`src/rtl/ehp_pkg.sv`:
```
// ---------------------------------------------------------------------------
// ehp_pkg: shared types and constants for the Ethernet/IP header parser
// Frame record, filter set, result item and the codes used by every stage.
// ---------------------------------------------------------------------------
package ehp_pkg;

    // bytes of the frame head that are kept; later bytes are not captured
    localparam int HEADER_BYTES = 78;

    localparam logic [15:0] COUNT_MAX = 16'hFFFF;

    // byte positions in the frame
    localparam logic [15:0] POS_ETYPE_HI = 16'd12;
    localparam logic [15:0] POS_ETYPE_LO = 16'd13;
    localparam logic [15:0] POS_IHL      = 16'd14;
    localparam logic [15:0] POS_NH6      = 16'd20;
    localparam logic [15:0] POS_PROTO4   = 16'd23;
    localparam logic [15:0] POS_PORT6    = 16'd54;
    localparam int          ADDR_FIRST   = 22;
    localparam int          ADDR_BYTES   = 32;
    localparam int          PORT_BYTES   = 4;

    // length thresholds
    localparam logic [15:0] ETH_LEN   = 16'd14;
    localparam logic [15:0] IP4_END   = 16'd34;
    localparam logic [15:0] IP6_END   = 16'd54;
    localparam logic [6:0]  ETH_LEN7  = 7'd14;
    localparam logic [16:0] TCP_MIN   = 17'd20;
    localparam logic [16:0] UDP_MIN   = 17'd8;

    localparam logic [15:0] ETYPE_IPV4 = 16'h0800;
    localparam logic [15:0] ETYPE_IPV6 = 16'h86DD;
    localparam logic [7:0]  PROTO_TCP  = 8'd6;
    localparam logic [7:0]  PROTO_UDP  = 8'd17;

    // frame class codes
    localparam logic [2:0] CLS_SHORT     = 3'd0;
    localparam logic [2:0] CLS_NON_IP    = 3'd1;
    localparam logic [2:0] CLS_IPV4      = 3'd2;
    localparam logic [2:0] CLS_IPV6      = 3'd3;
    localparam logic [2:0] CLS_IPV4_TRNC = 3'd4;
    localparam logic [2:0] CLS_IPV6_TRNC = 3'd5;

    // transport codes
    localparam logic [1:0] KIND_NONE  = 2'd0;
    localparam logic [1:0] KIND_TCP   = 2'd1;
    localparam logic [1:0] KIND_UDP   = 2'd2;
    localparam logic [1:0] KIND_OTHER = 2'd3;

    // configuration register indexes
    localparam int          CFG_INDEX_W     = 3;
    localparam logic [2:0]  CFG_IS_IPV6     = 3'd0;
    localparam logic [2:0]  CFG_SRC_HIGH    = 3'd1;
    localparam logic [2:0]  CFG_SRC_LOW     = 3'd2;
    localparam logic [2:0]  CFG_DST_HIGH    = 3'd3;
    localparam logic [2:0]  CFG_DST_LOW     = 3'd4;

    localparam int S_TDATA_W = 8;
    localparam int M_TDATA_W = 312;
    localparam int M_TUSER_W = 6;

    // captured header bytes of one frame; addr holds bytes 22..53, byte 22 on top
    typedef struct packed {
        logic [15:0]  etype;
        logic [3:0]   ihl;
        logic [7:0]   nh6;
        logic [7:0]   proto4;
        logic [255:0] addr;
        logic [31:0]  port4;
        logic [31:0]  port6;
        logic [15:0]  len;
    } frame_rec_t;

    typedef struct packed {
        logic        is_ipv6;
        logic [63:0] src_high;
        logic [63:0] src_low;
        logic [63:0] dst_high;
        logic [63:0] dst_low;
    } filter_t;

    typedef struct packed {
        logic [2:0]  frame_class;
        logic [1:0]  transport_kind;
        logic [63:0] source_address_high;
        logic [63:0] source_address_low;
        logic [63:0] destination_address_high;
        logic [63:0] destination_address_low;
        logic [15:0] source_port;
        logic [15:0] destination_port;
        logic        ports_valid;
        logic        filter_match;
        logic [15:0] frame_length;
    } result_t;

endpackage

```
`src/rtl/ehp_filter_regs.sv`:
```
// ---------------------------------------------------------------------------
// ehp_filter_regs: address filter registers
// Takes register writes from the configuration channel.
// ---------------------------------------------------------------------------
module ehp_filter_regs (
    input  logic                            clk,
    input  logic                            rst_n,
    input  logic                            cfg_valid,
    output logic                            cfg_ready,
    input  logic [ehp_pkg::CFG_INDEX_W-1:0] cfg_index,
    input  logic [63:0]                     cfg_data,
    output ehp_pkg::filter_t                filter
);
    import ehp_pkg::*;

    filter_t filter_reg;

    assign cfg_ready = 1'b1;
    assign filter    = filter_reg;

    always_ff @(posedge clk or negedge rst_n)
    begin
        if (!rst_n)
        begin
            filter_reg <= '0;
        end
        else if (cfg_valid && cfg_ready)
        begin
            case (cfg_index)
                CFG_IS_IPV6:  filter_reg.is_ipv6  <= cfg_data[0];
                CFG_SRC_HIGH: filter_reg.src_high <= cfg_data;
                CFG_SRC_LOW:  filter_reg.src_low  <= cfg_data;
                CFG_DST_HIGH: filter_reg.dst_high <= cfg_data;
                CFG_DST_LOW:  filter_reg.dst_low  <= cfg_data;
                default:      ;
            endcase
        end
    end

endmodule

```
`src/rtl/ehp_capture.sv`:
```
// ---------------------------------------------------------------------------
// ehp_capture: byte counter and header field capture
// Picks the needed header bytes out of the byte stream and hands a frame
// record to the decoder on the last byte.
// ---------------------------------------------------------------------------
module ehp_capture (
    input  logic                  clk,
    input  logic                  rst_n,
    input  logic                  in_valid,
    output logic                  in_ready,
    input  logic [7:0]            data_byte,
    input  logic                  last_byte,
    output logic                  rec_valid,
    input  logic                  rec_ready,
    output ehp_pkg::frame_rec_t   rec
);
    import ehp_pkg::*;

    logic [15:0] count_reg;
    logic [15:0] count_next;
    logic [15:0] len_now;
    frame_rec_t  cap_reg;
    frame_rec_t  cap_next;
    frame_rec_t  rec_reg;
    logic        rec_valid_reg;
    logic        accept;
    logic        in_hdr;
    logic [3:0]  ihl_cur;
    logic [6:0]  off4;

    assign in_ready  = !rec_valid_reg || rec_ready;
    assign accept    = in_valid && in_ready;
    assign rec_valid = rec_valid_reg;
    assign rec       = rec_reg;

    assign in_hdr  = count_reg < 16'(HEADER_BYTES);
    assign len_now = (count_reg == COUNT_MAX) ? COUNT_MAX : count_reg + 16'd1;
    assign ihl_cur = (count_reg == POS_IHL) ? data_byte[3:0] : cap_reg.ihl;
    assign off4    = ETH_LEN7 + {1'b0, ihl_cur, 2'b00};

    always_comb
    begin
        cap_next     = cap_reg;
        cap_next.len = len_now;
        // IPv4 ports of a new frame start from zero so port bytes the frame does not reach read as zero
        if (count_reg == 16'd0)
        begin
            cap_next.port4 = '0;
        end
        if (in_hdr)
        begin
            if (count_reg == POS_ETYPE_HI) cap_next.etype[15:8] = data_byte;
            if (count_reg == POS_ETYPE_LO) cap_next.etype[7:0]  = data_byte;
            if (count_reg == POS_IHL)      cap_next.ihl         = data_byte[3:0];
            if (count_reg == POS_NH6)      cap_next.nh6         = data_byte;
            if (count_reg == POS_PROTO4)   cap_next.proto4      = data_byte;
            for (int j = 0; j < ADDR_BYTES; j++)
            begin
                if (count_reg == 16'(ADDR_FIRST + j))
                    cap_next.addr[8*(ADDR_BYTES-1-j) +: 8] = data_byte;
            end
            for (int k = 0; k < PORT_BYTES; k++)
            begin
                if (count_reg == {9'd0, off4} + 16'(k))
                    cap_next.port4[8*(PORT_BYTES-1-k) +: 8] = data_byte;
                if (count_reg == POS_PORT6 + 16'(k))
                    cap_next.port6[8*(PORT_BYTES-1-k) +: 8] = data_byte;
            end
        end
    end

    assign count_next = last_byte ? 16'd0 : len_now;

    always_ff @(posedge clk or negedge rst_n)
    begin
        if (!rst_n)
        begin
            count_reg     <= '0;
            rec_valid_reg <= 1'b0;
        end
        else
        begin
            if (accept)
            begin
                count_reg <= count_next;
            end
            if (accept && last_byte)
            begin
                rec_valid_reg <= 1'b1;
            end
            else if (rec_ready)
            begin
                rec_valid_reg <= 1'b0;
            end
        end
    end

    always_ff @(posedge clk)
    begin
        if (accept)
        begin
            cap_reg <= cap_next;
        end
        if (accept && last_byte)
        begin
            rec_reg <= cap_next;
        end
    end

endmodule

```
`src/rtl/ehp_decode.sv`:
```
// ---------------------------------------------------------------------------
// ehp_decode: frame classification and result register
// Classifies a frame record, selects addresses and ports, checks the filter.
// ---------------------------------------------------------------------------
module ehp_decode (
    input  logic                  clk,
    input  logic                  rst_n,
    input  logic                  rec_valid,
    output logic                  rec_ready,
    input  ehp_pkg::frame_rec_t   rec,
    input  ehp_pkg::filter_t      filter,
    output logic                  res_valid,
    input  logic                  res_ready,
    output ehp_pkg::result_t      res
);
    import ehp_pkg::*;

    result_t     res_reg;
    result_t     res_next;
    logic        res_valid_reg;
    logic        is_ip;
    logic        is_v6;
    logic [7:0]  proto;
    logic [16:0] off;
    logic [16:0] need;
    logic [31:0] ports;

    assign rec_ready = !res_valid_reg || res_ready;
    assign res_valid = res_valid_reg;
    assign res       = res_reg;

    always_comb
    begin
        res_next              = '0;
        res_next.frame_length = rec.len;
        is_ip = 1'b0;
        is_v6 = 1'b0;

        if (rec.len < ETH_LEN)
        begin
            res_next.frame_class = CLS_SHORT;
        end
        else if (rec.etype == ETYPE_IPV4)
        begin
            if (rec.len >= IP4_END)
            begin
                res_next.frame_class        = CLS_IPV4;
                is_ip                       = 1'b1;
                res_next.source_address_low = {32'd0, rec.addr[223:192]};
                res_next.destination_address_low = {32'd0, rec.addr[191:160]};
            end
            else
            begin
                res_next.frame_class = CLS_IPV4_TRNC;
            end
        end
        else if (rec.etype == ETYPE_IPV6)
        begin
            if (rec.len >= IP6_END)
            begin
                res_next.frame_class              = CLS_IPV6;
                is_ip                             = 1'b1;
                is_v6                             = 1'b1;
                res_next.source_address_high      = rec.addr[255:192];
                res_next.source_address_low       = rec.addr[191:128];
                res_next.destination_address_high = rec.addr[127:64];
                res_next.destination_address_low  = rec.addr[63:0];
            end
            else
            begin
                res_next.frame_class = CLS_IPV6_TRNC;
            end
        end
        else
        begin
            res_next.frame_class = CLS_NON_IP;
        end

        proto = is_v6 ? rec.nh6 : rec.proto4;
        off   = is_v6 ? {1'b0, POS_PORT6} : {10'd0, ETH_LEN7 + {1'b0, rec.ihl, 2'b00}};
        ports = is_v6 ? rec.port6 : rec.port4;
        need  = '0;

        if (is_ip)
        begin
            if (proto == PROTO_TCP)
            begin
                res_next.transport_kind = KIND_TCP;
                need                    = TCP_MIN;
            end
            else if (proto == PROTO_UDP)
            begin
                res_next.transport_kind = KIND_UDP;
                need                    = UDP_MIN;
            end
            else
            begin
                res_next.transport_kind = KIND_OTHER;
            end

            if (need != 17'd0 && {1'b0, rec.len} >= off + need)
            begin
                res_next.source_port      = ports[31:16];
                res_next.destination_port = ports[15:0];
                res_next.ports_valid      = 1'b1;
            end

            res_next.filter_match =
                (is_v6 == filter.is_ipv6) &&
                (res_next.source_address_high == filter.src_high) &&
                (res_next.source_address_low == filter.src_low) &&
                (res_next.destination_address_high == filter.dst_high) &&
                (res_next.destination_address_low == filter.dst_low);
        end
    end

    always_ff @(posedge clk or negedge rst_n)
    begin
        if (!rst_n)
        begin
            res_valid_reg <= 1'b0;
        end
        else if (rec_valid && rec_ready)
        begin
            res_valid_reg <= 1'b1;
        end
        else if (res_ready)
        begin
            res_valid_reg <= 1'b0;
        end
    end

    always_ff @(posedge clk)
    begin
        if (rec_valid && rec_ready)
        begin
            res_reg <= res_next;
        end
    end

endmodule

```
`src/rtl/ethernet_ip_header_parser.sv`:
```
// ---------------------------------------------------------------------------
// ethernet_ip_header_parser: Ethernet / IPv4 / IPv6 / TCP / UDP header parser
// Takes one frame byte per item and gives one result item per frame.
// Throughput: one byte item per cycle while the frame record is not held by the decoder.
// After the last byte is accepted, the result reaches m_tvalid through the
// frame record register and then the result register.
// Reset clears the byte count, both valid flags and the filter registers.
// ---------------------------------------------------------------------------
module ethernet_ip_header_parser (
    input  logic                             clk,
    input  logic                             rst_n,
    input  logic                             s_tvalid,
    output logic                             s_tready,
    input  logic [ehp_pkg::S_TDATA_W-1:0]    s_tdata,   // [7:0] data_byte
    input  logic                             s_tlast,   // last_byte
    output logic                             m_tvalid,
    input  logic                             m_tready,
    // [63:0] source_address_high, [127:64] source_address_low,
    // [191:128] destination_address_high, [255:192] destination_address_low,
    // [271:256] source_port, [287:272] destination_port, [288] filter_match,
    // [304:289] frame_length, [311:305] zero
    output logic [ehp_pkg::M_TDATA_W-1:0]    m_tdata,
    // [2:0] frame_class, [4:3] transport_kind, [5] ports_valid
    output logic [ehp_pkg::M_TUSER_W-1:0]    m_tuser,
    input  logic                             cfg_valid,
    output logic                             cfg_ready,
    input  logic [ehp_pkg::CFG_INDEX_W-1:0]  cfg_index,
    input  logic [63:0]                      cfg_data
);
    import ehp_pkg::*;

    filter_t    filter;
    frame_rec_t rec;
    logic       rec_valid;
    logic       rec_ready;
    result_t    res;

    ehp_filter_regs u_filter_regs (
        .clk       (clk),
        .rst_n     (rst_n),
        .cfg_valid (cfg_valid),
        .cfg_ready (cfg_ready),
        .cfg_index (cfg_index),
        .cfg_data  (cfg_data),
        .filter    (filter)
    );

    ehp_capture u_capture (
        .clk       (clk),
        .rst_n     (rst_n),
        .in_valid  (s_tvalid),
        .in_ready  (s_tready),
        .data_byte (s_tdata[7:0]),
        .last_byte (s_tlast),
        .rec_valid (rec_valid),
        .rec_ready (rec_ready),
        .rec       (rec)
    );

    ehp_decode u_decode (
        .clk       (clk),
        .rst_n     (rst_n),
        .rec_valid (rec_valid),
        .rec_ready (rec_ready),
        .rec       (rec),
        .filter    (filter),
        .res_valid (m_tvalid),
        .res_ready (m_tready),
        .res       (res)
    );

    assign m_tdata = {7'd0,
                      res.frame_length,
                      res.filter_match,
                      res.destination_port,
                      res.source_port,
                      res.destination_address_low,
                      res.destination_address_high,
                      res.source_address_low,
                      res.source_address_high};

    assign m_tuser = {res.ports_valid, res.transport_kind, res.frame_class};

    // a last byte always yields a frame record
    assert property (@(posedge clk) disable iff (!rst_n)
        (s_tvalid && s_tready && s_tlast) |=> rec_valid)
        else $error("frame record missing after last byte");

    // no record appears without a last byte
    assert property (@(posedge clk) disable iff (!rst_n)
        (!rec_valid && !(s_tvalid && s_tready && s_tlast)) |=> !rec_valid)
        else $error("frame record without last byte");

    // classes other than full IPv4 and IPv6 carry no transport, ports or match
    assert property (@(posedge clk) disable iff (!rst_n)
        (m_tvalid && !(m_tuser[2:0] == CLS_IPV4 || m_tuser[2:0] == CLS_IPV6))
        |-> (m_tuser[5:3] == 3'd0 && !m_tdata[288]))
        else $error("transport fields set on non-IP frame");

    // ports are only valid for TCP or UDP
    assert property (@(posedge clk) disable iff (!rst_n)
        (m_tvalid && m_tuser[5]) |-> (m_tuser[4:3] == KIND_TCP || m_tuser[4:3] == KIND_UDP))
        else $error("ports valid on non TCP/UDP frame");

endmodule
```
`config.mk`:
```
export PLATFORM = sky130hd
export DESIGN_NAME = ethernet_ip_header_parser
export DESIGN_NICKNAME = d
export VERILOG_FILES = /design/src/rtl/ehp_pkg.sv /design/src/rtl/ehp_filter_regs.sv /design/src/rtl/ehp_capture.sv /design/src/rtl/ehp_decode.sv /design/src/rtl/ethernet_ip_header_parser.sv
export SDC_FILE = /design/constraint.sdc
export NUM_CORES = 2
export LEC_CHECK = 0
export ABC_AREA = 1
export ABC_CLOCK_PERIOD_IN_PS = 23900
export BUFFER_PORTS_ARGS = -buffer_cell sky130_fd_sc_hd__clkbuf_2
export CORE_MARGIN = 1
export CORE_UTILIZATION = 45
export DETAILED_ROUTE_END_ITERATION = 12
export GPL_TIMING_DRIVEN = 0
export PLACE_DENSITY = 0.59
export SETUP_SLACK_MARGIN = 0.15
export SLEW_MARGIN = 20
export SYNTH_ARGS = -nofsm -noshare
export SYNTH_HDL_FRONTEND = slang
export SYNTH_SLANG_ARGS = --single-unit
```
`constraint.sdc`:
```
create_clock -name clk -period 23.9 [get_ports clk]
set_input_delay 3.585 -clock clk [delete_from_list [all_inputs] [get_ports clk]]
set_output_delay 3.585 -clock clk [all_outputs]
set_load 0.05 [all_outputs]
```
# Word level (Yosys, flattened, before mapping)
# Cells that the tools add are included.
[totals] regBits=1314 wordCells=212
[classes] order_cmp=5 reduce_logical=24 muxes=82 eq_ne=58 bitwise_logic=1 addsub=7
[ops] cell="256-bit two-way mux" count=3
[ops] cell="16-bit by 6-bit == test with 1-bit output (second input constant)" count=26
[ops] cell="8-bit two-way mux" count=45
[ops] cell="356-bit two-way mux" count=1
[ops] cell="64-bit == test" count=4
[ops] cell="64-bit two-way mux" count=4
[ops] cell="16-bit by 5-bit == test with 1-bit output (second input constant)" count=11
[ops] cell="32-bit two-way mux" count=4
[ops] cell="16-bit == test" count=3
[ops] cell="16-bit by 4-bit == test with 1-bit output (second input constant)" count=3
[ops] cell="17-bit two-way mux" count=2
[ops] cell="16-bit == test (second input constant)" count=2
[ops] cell="16-bit by 6-bit >= comparator with 1-bit output (second input constant)" count=2
[ops] cell="16-bit two-way mux" count=2
[ops] cell="17-bit adder" count=1
[ops] cell="16-bit by 17-bit >= comparator with 1-bit output" count=1
[ops] cell="17-bit nonzero test" count=1
[ops] cell="16-bit by 1-bit adder with 16-bit output (second input constant)" count=1
[ops] cell="7-bit by 2-bit adder with 8-bit output (second input constant)" count=2
[ops] cell="16-bit by 12-bit == test with 1-bit output (second input constant)" count=1
[ops] cell="16-bit by 7-bit == test with 1-bit output" count=1
[ops] cell="16-bit zero test" count=1
[ops] cell="16-bit by 4-bit less-than comparator with 1-bit output (second input constant)" count=1
[ops] cell="16-bit by 7-bit less-than comparator with 1-bit output (second input constant)" count=1
[ops] cell="20 further kinds" count=54

# Longest topological paths before layout
[logic_depth] word_depth=14 ltp_mapped=28 ltp_nobuf=26

# Hierarchy
# Synthesis repeated with hierarchy kept, for this count alone.
[hier_totals] cells_unflattened=5426 hier_area_um2=56611.8
[by_module_without_submodules] module="ehp_capture" area_per_inst_um2=27696.6 cells_per_inst=1931 seq_area_each_um2=22286.4 n_inst=1
[by_module_without_submodules] module="ehp_decode" area_per_inst_um2=18739.2 cells_per_inst=2366 seq_area_each_um2=9364.0 n_inst=1
[by_module_without_submodules] module="ehp_filter_regs" area_per_inst_um2=10119.7 cells_per_inst=1121 seq_area_each_um2=6431.2 n_inst=1
[by_module_without_submodules] module="ethernet_ip_header_parser" area_per_inst_um2=56.3 cells_per_inst=8 seq_area_each_um2=0.0 n_inst=1

# Worst setup path before layout
# No wires, ideal clock.
[synth_path] kind="input -> register" startpoint="in m_tready" endpoint="reg u_capture.rec_reg (netlist bit u_capture.rec[0]), enable pin" setup_time_ns=1.116 t_required_ns=22.784 path_buffers=0 stages=4 t_arrival_ns=19.653 setup_slack_ns=3.131 path_cell_list="inv_1 -> nand3_1 -> nand2_1 -> nor2_1"
[synth_between] elab_chain_len=4
[synth_rtl] item="start, declared" line_no="ethernet_ip_header_parser.sv:17" source="input logic m_tready,"
[synth_rtl] item="1-bit logical OR" line_no="ehp_decode.sv:28" source="assign rec_ready = !res_valid_reg || res_ready;"
[synth_rtl] item="1-bit logical OR" line_no="ehp_capture.sv:31" source="assign in_ready = !rec_valid_reg || rec_ready;"
[synth_rtl] item="net s_tready" line_no="ethernet_ip_header_parser.sv:13" source="output logic s_tready,"
[synth_rtl] item="1-bit logical AND" line_no="ehp_capture.sv:32" source="assign accept = in_valid && in_ready;"
[synth_rtl] item="1-bit logical AND" line_no="ehp_capture.sv:104" source="if (accept && last_byte)"
[synth_rtl] item="end signal, assigned" line_no="ehp_capture.sv:106" source="rec_reg <= cap_next;"
[synth_rtl] item="end, declared" line_no="ehp_capture.sv:24" source="frame_rec_t rec_reg;"
# The timed path passes the listed nets, and every way through them passes these cells.
# A chain may end at the register's enable or synchronous reset.

# Final worst setup path
[layout_path] startpoint="in m_tready" endpoint="out s_tready"
[layout_between] elab_chain_len=2
[layout_rtl] item="1-bit logical OR" line_no="ehp_decode.sv:28"
[layout_rtl] item="1-bit logical OR" line_no="ehp_capture.sv:31"
[layout_rtl] item="end, declared" line_no="ethernet_ip_header_parser.sv:13"
# Every way passes these cells.

==> reports/results.ini <==
[die]
placementRows=128
fp.dieH_um=354
start_util_pct=45.6
core_mm2=0.122
io_pins=402
dieArea_mm2=0.125
die_x_um=354

[routing]
wl_met2_um=102000
first_iter_violations=6611
wl_met1_um=98100
drc=0
vias_per_cell=5.75
wl_um=240000
wl_per_cell_um=31.5
top_layer=met5
dr_wl_met3_um=27500
num_vias=43800
dr.pass1.iters=6
drtAntennaViolNets=0

[sta]
finalHoldViolCount=0
period_needed_ps=7760
slew_headroom_pct=11.0
fin_ws_ps=16140
slew_violations=0
rsz0062_at_grt=false
setup_tns_ps=0
fmax_mhz=129
whs_ps=432
skew_ps=31.8
worstMarginPinSlew_ps=1330
setup-violations-final=0
period_share_pct=32.5

[finish]
fin_nets=5976
instances_no_fill=7628
final_cell_mix=nand2_1 (1382), edfxtp_1 (1039), o21ai_0 (641), inv_1 (594), nor2_1 (424)
post-route-util_pct=53.6
largest_reg_flops=372
drive_gt1_share_pct=13.7
synthToLayoutAreaGrowth_pct=17.5
final_common_cell=nand2_1
design_area_mm2=0.0655

[worst_setup_path]
regToRegSetupSlack_ps=17250
r2r-start=u_capture.rec[14]
worstPathCellList=clkbuf_2 -> inv_1 -> nand3_1 -> clkbuf_2
cp.required_ps=20320
crit_end=s_tready
crit_path_start=m_tready
end_kind=primary output
crit_cells=4
critPathMaxFanout=3
path_common_cell=clkbuf_2
critPathBufInv=3
crit_family=buffers and inverters
worstRegToRegCells=27
start_kind=primary input
cpPeakStageDelay_ps=260
crit_slowest_cell=clkbuf_2
r2r-end=u_decode.res[36]
critPathArrivalTime_ps=4180
path_class=primary input to primary output

[logic_synthesis]
synthXorXnorAreaFrac_pct=1.04
synthCells=5288
netlist_area_mm2=0.0558
synthTopCellsByArea=edfxtp_1 (56%), dfrtp_1 (12%), nand2_1 (9.3%)
yosysTopAreaCellShare_pct=55.9
yosysSeqAreaShare_pct=68.3
synth-edff-count=1039
syn_avg_cell_area_um2=10.5
synth_top_family_by_area=simple AND/OR/NAND/NOR gates
ys_types=45
synthSimpleGateAreaFrac_pct=17.2
ys_seq_elements=1314
yosysTopAreaCell=edfxtp_1
synth_compound_area_share_pct=6.88
ys.flop_type=edfxtp_1
async_flop_share_pct=20.9
yosysWarnings=0
synth_mux_area_share_pct=0.0538
synth-adder-area-share_pct=0.417

[place]
placed_cells=7357
port_buffers=393
placed_area_mm2=0.0610
dp_hpwl_um=182000
place_ws_ps=16140
gp_congestion=1.02

[run_status]
outcome=finished clean

[power]
power.total_mw=5.67
power_density_mw_per_mm2=86.5
ir_drop_uv=75.2
p_leak_nw=28.3

[clock_tree]
clk_latency_ps=810
postCtsSetupBuffers=0
cts-resized-gates=0
cts_hold_buf=0
root_buffer=clkbuf_16
clk_pin_slew_worst_paths_ps=60
numCtsBuffers=142
cts_tree=yes
cts.sinks=1314
clockBufferDepth=3
h-tree-depth=4

[grt]
antenna_found_initial=24
grt_pass1_vias=39900
grt_pass1_wl_um=324000
grtUsageTotal_pct=38.1
overflow=0
grt_max_degree=81

[worst_hold_path]
hp-class=flip-flop to flip-flop
hold_depth=0
hold_start=u_capture.rec[10]

[run]
drv_cap=0

==> power breakdown <==
| part | switching, mW | internal (mW) | total [mW] |
|---|---|---|---|
| sequential | 0.158 | 2.69 | 2.85 |
| combinational | 0.468 | 0.177 | 0.645 |
| clock | 0.972 | 1.20 | 2.18 |
| total | 1.60 | 4.07 | 5.67 |
==> synthesized netlist by cell type, types with 8 or more instances <==
cell / n
a21oi_1: 10
a21oi_2: 30
buf_1: 23
buf_2: 53
buf_4: 14
clkbuf_1: 164
dfrtp_1: 275
edfxtp_1: 1039
ha_1: 17
inv_1: 594
inv_2: 11
nand2_1: 1382
nand3_1: 263
nand3b_1: 11
nand4_1: 155
nor2_1: 426
nor3_1: 20
o21ai_0: 642
o21ai_1: 9
o21bai_1: 8
o22ai_1: 17
xor2_1: 57
==> how the worst min path moves through the flow <==
stage / to / slack [ps]
2_1_floorplan: u_decode.res[0] / 400
3_3_place_gp: u_decode.res[0] / 410
3_5_place_dp: u_decode.res[0] / 410
4_1_cts: u_decode.res[0] / 420
5_1_grt: u_decode.res[0] / 440
6_report: u_decode.res[10] / 430
==> logic make-up (layout without fill, tap and decap cells) <==
logic type	Yosys count	after routing
muxes	3	3
buffers and inverters	864	1563
other	2	18
AOI/OAI and AO/OA	725	725
and+or+nand+nor	2298	2298
xor gates and xnor gates	64	64
DFF	1314	1314
adders and majority gates	18	18
==> layer usage <==
| layer | track usage, % | vias to the layer above |
|---|---|---|
| met1 | 54.5 | 21600 |
| li1 | - | 18900 |
| met2 | 54.2 | 2849 |
| met3 | 9.10 | 475 |
| met5 | 0 | - |
| met4 | 19.1 | 6 |
==> worst reg2reg max path, delay by kind of cell (launching register included) <==
family,cells,cell delay (ps)
and+or+nand+nor,12,1730
buffers and inverters,8,3000
xor gates and xnor gates,1,110
adders and majority gates,3,800
AOI/OAI and AO/OA,3,450
DFF,1,390
==> layout make-up <==
class                      instances  area, um^2
inverter                         607        2280
tap                             1625        2030
clock buffer                     177        3730
timing repair buffer             439        3110
antenna                           10        25.0
multi-input combinational       3116       14300
buffer                           257        1130
sequential                      1314       38100
fill                           11000       56800
clock inverter                    83         801
Note: power is estimated with default switching activity, not from simulation.
